<file path="src/design/clch_pkg.sv">
// shared types and constants for the color level and chroma histogram
`timescale 1ns / 1ps
package clch_pkg;

  // command codes
  localparam logic [1:0] CMD_ACCUM = 2'd0;
  localparam logic [1:0] CMD_CLEAR = 2'd1;
  localparam logic [1:0] CMD_READ  = 2'd2;

  // configuration register indexes
  localparam logic [2:0] REG_ENABLE = 3'd0;
  localparam logic [2:0] REG_X_MIN  = 3'd1;
  localparam logic [2:0] REG_X_MAX  = 3'd2;
  localparam logic [2:0] REG_Y_MIN  = 3'd3;
  localparam logic [2:0] REG_Y_MAX  = 3'd4;

  // sequencer states
  typedef enum logic [3:0] {
    ST_IDLE,
    ST_CLEAR,
    ST_LVL_DIV,
    ST_LVL_RD,
    ST_LVL_WAIT,
    ST_LVL_WR,
    ST_CH_DIV,
    ST_CH_RD,
    ST_CH_WAIT,
    ST_CH_WR,
    ST_RD_WAIT,
    ST_RD_DONE,
    ST_DONE
  } state_e;

endpackage

</file>
<file path="src/design/clch_divider.sv">
// restoring divider, one quotient bit per cycle
`timescale 1ns / 1ps
module clch_divider import clch_pkg::*; #(
  parameter int NumBits = 20
) (
  input  logic               clk_i,
  input  logic               rst_ni,
  input  logic               start_i,
  input  logic [NumBits-1:0] dividend_i,
  input  logic [NumBits-1:0] divisor_i,
  output logic               done_o,
  output logic [NumBits-1:0] quotient_o
);
  localparam int CntBits = $clog2(NumBits + 1);

  logic [NumBits-1:0] quo_q, quo_d, div_q, div_d;
  logic [NumBits:0]   rem_q, rem_d, trial;
  logic [CntBits-1:0] cnt_q, cnt_d;
  logic               busy_q, busy_d, done_q, done_d;

  // one shift-subtract step
  always_comb begin
    trial  = {rem_q[NumBits-1:0], quo_q[NumBits-1]};
    quo_d  = quo_q;
    rem_d  = rem_q;
    div_d  = div_q;
    cnt_d  = cnt_q;
    busy_d = busy_q;
    done_d = 1'b0;
    if (start_i) begin
      quo_d  = dividend_i;
      div_d  = divisor_i;
      rem_d  = '0;
      cnt_d  = CntBits'(NumBits);
      busy_d = 1'b1;
    end else if (busy_q) begin
      if (trial >= {1'b0, div_q}) begin
        rem_d = trial - {1'b0, div_q};
        quo_d = {quo_q[NumBits-2:0], 1'b1};
      end else begin
        rem_d = trial;
        quo_d = {quo_q[NumBits-2:0], 1'b0};
      end
      cnt_d = cnt_q - 1'b1;
      if (cnt_q == CntBits'(1)) begin
        busy_d = 1'b0;
        done_d = 1'b1;
      end
    end
  end

  always_ff @(posedge clk_i or negedge rst_ni) begin
    if (!rst_ni) begin
      busy_q <= 1'b0;
      done_q <= 1'b0;
      cnt_q  <= '0;
    end else begin
      busy_q <= busy_d;
      done_q <= done_d;
      cnt_q  <= cnt_d;
    end
  end

  always_ff @(posedge clk_i) begin
    quo_q <= quo_d;
    rem_q <= rem_d;
    div_q <= div_d;
  end

  assign done_o     = done_q;
  assign quotient_o = quo_q;
endmodule

</file>
<file path="config.mk">
export PLATFORM = sky130hd
export DESIGN_NAME = clch_divider
export DESIGN_NICKNAME = d
export VERILOG_FILES = /design/src/design/clch_pkg.sv /design/src/design/clch_divider.sv
export SDC_FILE = /design/constraint.sdc
export NUM_CORES = 1
export LEC_CHECK = 0
export BUFFER_PORTS_ARGS = -buffer_cell sky130_fd_sc_hd__buf_4
export CAP_MARGIN = 20
export CORE_MARGIN = 2
export CORE_UTILIZATION = 35
export DETAILED_ROUTE_END_ITERATION = 10
export HOLD_SLACK_MARGIN = 0.03
export SLEW_MARGIN = 20
export SYNTH_ARGS = -nofsm -noshare
export SYNTH_HDL_FRONTEND = slang
export SYNTH_SLANG_ARGS = --single-unit
</file>
<file path="constraint.sdc">
create_clock -name clk_i -period 6.12 [get_ports clk_i]
set_input_delay 0.918 -clock clk_i [delete_from_list [all_inputs] [get_ports clk_i]]
set_output_delay 0.918 -clock clk_i [all_outputs]
set_load 0.03 [all_outputs]
</file>
# Word level (Yosys, flattened, before mapping)
# Index checks and enable logic that the tools add are counted.
# word_totals
input_bits,43
register_bits,67
word_cells,23
out_inout_bits,21
# classes
reduce_logical,1
n_eq_ne,1
order_cmp,1
n_mux,12
add_sub_neg,2
# op_table
op,n
$mux W20,3
$ge A21 B20 Y1,1
$sub A20 B20 Y20,1
$mux W5,2
$mux W1,7
$eq A5 B1 Y1 const B,1
$sub A5 B1 Y5 const B,1
$reduce_bool A2 Y1,1

# Depth between registers and ports, before layout
# logic_depth
word_depth,4
depth_mapped,12

# Least setup slack after synthesis
# OpenSTA, ideal clock, no wires.
# synth_timing
path_type,reg-to-reg
startpoint,"register quo_q[19], in the netlist quotient_o[19]"
endpoint,register rem_q[16]
path_stages_with_launch,11
path_slack_ns,3.653
period_less_slack_ns,2.467
arrival_time_ns,2.347
t_required_ns,5.999
setup_ns,0.121
n_path_buf,0
cell_sequence,edfxtp_1 -> inv_1 -> ha_1 -> fa_1 -> nor2b_1 -> o2111ai_1 -> a31oi_2 -> a211oi_2 -> o211a_1 -> nor3_1 -> o31ai_1
# synth_between
elab_chain_cells,2
word_cells_on_any_way,3
classes_between,add/sub: 1; order compare: 1; mux: 1
# synth_rtl
item,line,rtl
from (decl),clch_divider.sv:16,"logic [NumBits-1:0] quo_q, quo_d, div_q, div_d;"
from (signal assigned),clch_divider.sv:65,quo_q <= quo_d;
$sub A20 B20 Y20 or $ge A21 B20 Y1 (tied branches),"clch_divider.sv:38, clch_divider.sv:37",
$mux W20 (*),clch_divider.sv:37,"if (trial >= {1'b0, div_q}) begin"
to (signal assigned),clch_divider.sv:66,rem_q <= rem_d;
to (decl),clch_divider.sv:17,"logic [NumBits:0] rem_q, rem_d, trial;"
# Every way passes the cells marked *; elsewhere a longest branch is shown, timed or not.
# A chain may end at the register's enable or synchronous reset.

# Worst setup path after layout
# layout_timing
startpoint,register div_q[8]
endpoint,register rem_q[1]
# layout_between
elab_chain_cells,2
# layout_rtl
item,line,rtl
from (decl),clch_divider.sv:16,
from (signal assigned),clch_divider.sv:67,div_q <= div_d;
$ge A21 B20 Y1,clch_divider.sv:37,
$mux W20,clch_divider.sv:37,
# No other way between the ends.

==> key figures <==
Run status
  – Outcome: completed

Detailed routing
  – Routed WL per cell: 14.1 um
  – Router iterations before antenna repair: 4
  – DRT iter0 DRCs: 160
  – Via count: roughly 2,900
  – DRC: 0
  – DR vias/cell: 5.07
  – Post-Route WL: approximately 8100 um
  – Antenna-violating nets left: 0

Clocking
  – Post-CTS setup buffers: 0
  – Sink Count: 67
  – Hold buffers post-CTS: 0
  – H-tree depth: 3
  – Latest clock arrival within the worst-skew pair: 0.36 ns
  – # resized after CTS: 0
  – Worst-path clk slew: 0.07 ns
  – CTS tree: yes
  – Clock buffer depth: 2
  – CTS Root Cell: clkbuf_8
  – Total CTS buffers: 9

Timing
  – Slew headroom: 0.359
  – Worst-Margin Slew: between 0.9 and 1 ns
  – Final min period: 2.89 ns
  – Clock Skew: 0.00975 ns
  – Final period util: 0.472
  – Slew Viols, Final: 0
  – RSZ-0062 raised after global routing: no
  – Max Fclk: 346 MHz
  – Final Hold Viols: 0
  – Setup violations, final: 0
  – Setup TNS: 0 ns

Power and ir drop
  – Internal cell power: 0.00118 W
  – Power per cell area: 404 mW/mm^2
  – Leakage: 2.05 nW
  – Sw Pwr: about 0.0007 W
  – Peak VDD IR: 0.184 mV
  – Flop pwr share: 0.338
  – Combinational share of power: 0.450
  – Sw Share: 0.376
  – Clock power frac: 0.212

Global route
  – GR Util met3: 0.0516
  – GR peak layer: met2
  – Routing usage on met2: 0.233
  – GRT Total Usage: 0.151
  – Largest net degree at the start of global routing: between 60 and 70
  – First-pass GRT wire length: 14,000 um
  – Initial antenna violation count: 0
  – Vias in the first global route: a little under 3,000
  – Grt ovf: 0
  – Grt met1 use: 0.187

Floorplanning
  – Initial Util: 0.360
  – Row count: 38
  – Die ar.: 0.0120 mm^2
  – Die H: ~110 um
  – Core area: 0.0108 mm^2
  – Ports: 64
  – Chip Width: 110 um

Finish
  – Final #Nets: a little under 500
  – Fraction of layout cells with a size suffix above 1: 0.263
  – Synthesis-to-layout area growth: 19.7%
  – ANT cells: 0
  – Util after Layout: 0.431

Setup path
  – Crit path max fanout: 19
  – Worst R2R Path Depth: 10
  – CP max stage cell: a21oi_2
  – Flop2flop setup slack: between 3 and 4 ns
  – Endpoint class of the critical path: flip-flop
  – Worst setup endpoint: rem_q[1]$_SDFFE_PP0P_
  – Setup CP Type: reg2reg
  – Reg-to-reg endpoint: rem_q[1]$_SDFFE_PP0P_
  – Setup crit start: div_q[8]$_DFFE_PP_
  – Reg-to-reg startpoint: div_q[8]$_DFFE_PP_
  – CP Cell Sequence: inv_1, ha_1, a21oi_1, o21ai_1, a311oi_2, a21oi_2, a21oi_2, buf_4, mux2_1, o21ai_1
  – Max incr delay on CP: just under 0.5 ns
  – CP Data Arrival Time: between 3 and 4 ns
  – Worst setup SP type: flip-flop
  – Critical Path RT: 6.41 ns

Yosys
  – Register area share after synthesis: 0.455
  – Synthesis-stage register bit count: 67
  – Top-area cell type share of the netlist area: 0.308
  – Yosys top cell by area: edfxtp_1
  – Synth Area per Inst: 10.5 um^2
  – Yosys warning count: 0
  – Syn nets: 437
  – EDFF count, synth: 40
  – Post-Syn Instances: 371
  – Post-Syn Area: between 0.003 and 0.004 mm^2
  – Asr flop ratio synth: 0.104
  – Most common cell in the netlist: edfxtp_1
  – Ys flop type: edfxtp_1
  – Commonest cells in the netlist: edfxtp_1, inv_1, nor2_1
  – Synth top area cells: edfxtp_1, dfxtp_1, ha_1
  – Synth cell types: 60

Place
  – PortBufs: 63
  – GPL Wtd Cong: 0.828
  – Post-DP HPWL: around 5600 um

Worst hold path
  – HP Class: in2async

Flow run
  – Max_cap viols: 0
[worst max-delay path, delay by kind of cell, from the launching register on]
kind / cells / cell delay (ns)
adder cells (fa/ha/maj): 1 / 0.38
buffers and inverters: 2 / 0.42
flip-flops: 1 / 0.33
multiplexers: 1 / 0.35
AO/OA/AOI/OAI: 6 / 1.33
[power groups by stage]
| stage | registers (W) | logic (W) | clock network [W] |
|---|---|---|---|
| floorplan | 0.000672 | 0.000669 | 0 |
| global placement | 0.000646 | 0.000840 | 0 |
| detailed placement | 0.000646 | 0.000850 | 0 |
| CTS | 0.000639 | 0.000853 | 0.000419 |
| global route | 0.000652 | 0.000954 | 0.000437 |
| finish | 0.000638 | 0.000849 | 0.000401 |
[layer usage]
metal,wire length (um),vias up
li1,-,1454
met1,3700,1367
met2,3710,74
met3,485,17
met4,199,0
met5,0,-
[final cells by class]
cell class	count	area [um^2]
clock inverter	5	77.6
inverter	31	116
tap	140	175
sequential	67	1780
timing repair buffer	65	488
multi-input combinational	255	1910
fill	1078	6170
clock buffer	11	131
[worst min-delay path by stage]
stage	cells past startpoint	endpoint	startpoint	slack, ns
after floorplan	2	rem_q[19]$_SDFFE_PP0P_	rem_q[19]$_SDFFE_PP0P_	0.44
after global routing	1	done_o$_DFF_PN0_	rst_ni	0.35
final	1	done_o$_DFF_PN0_	rst_ni	0.36
after CTS	1	done_o$_DFF_PN0_	rst_ni	0.33
after detailed placement	2	rem_q[19]$_SDFFE_PP0P_	rem_q[19]$_SDFFE_PP0P_	0.47
after global placement	2	rem_q[15]$_SDFFE_PP0P_	rem_q[15]$_SDFFE_PP0P_	0.47
[cell families after synthesis]
| family | synth area share |
|---|---|
| AO/OA/AOI/OAI | 0.158 |
| adder cells (fa/ha/maj) | 0.0757 |
| XOR/XNOR | 0.0404 |
| flip-flops | 0.455 |
| multiplexers | 0.0885 |
| buffers and inverters | 0.0561 |
| AND/OR/NAND/NOR | 0.126 |
[flip-flops by register name, summed over array words and instances, names as in the netlist]
signal	cells
busy_q	1
cnt_q	5
div_q	20
done_o	1
quotient_o	20
rem_q	20
[cells in the final DEF, fill, tap and decap left out, types with 2 or more instances in the layout]
cell type,Yosys,routed
o31ai_1,7,7
a31oi_1,3,3
a211o_1,2,2
a311oi_2,3,3
o21ai_1,3,3
dfxtp_1,20,20
xnor2_1,10,10
mux2i_1,12,12
ha_1,22,22
xor2_1,8,8
a21oi_1,20,20
inv_1,31,31
a22oi_1,5,5
a21oi_2,2,2
nand3_1,7,7
nand2b_1,7,7
nor2b_1,4,4
a211oi_1,8,8
a211oi_2,3,3
or2_2,2,2
buf_4,1,65
a21o_1,7,7
mux2_2,19,19
edfxtp_1,40,40
o21a_1,3,3
nor2_1,30,30
nand4_1,4,4
nand2_1,24,24
nor3_1,5,5
and3_1,4,4
dfrtp_1,7,7
clkbuf_1,6,2
bufinv_16,0,2
o21ai_0,8,8
clkbuf_8,0,9
[per-stage QoR]
step | std cells | area [um^2] | hold slack, ns | setup WS (ns) | total power [W]
after floorplan | 371 | 3900 | 0.441 | 3.65 | 0.00134
after global placement | 558 | 4460 | 0.467 | 3.03 | 0.00149
after detailed placement | 558 | 4460 | 0.468 | 2.96 | 0.00150
after CTS | 574 | 4670 | 0.335 | 3.21 | 0.00191
after global routing | 574 | 4670 | 0.346 | 2.99 | 0.00204
final | 574 | 4670 | 0.356 | 3.23 | 0.00189
Note: power is estimated with default switching activity, not from simulation.
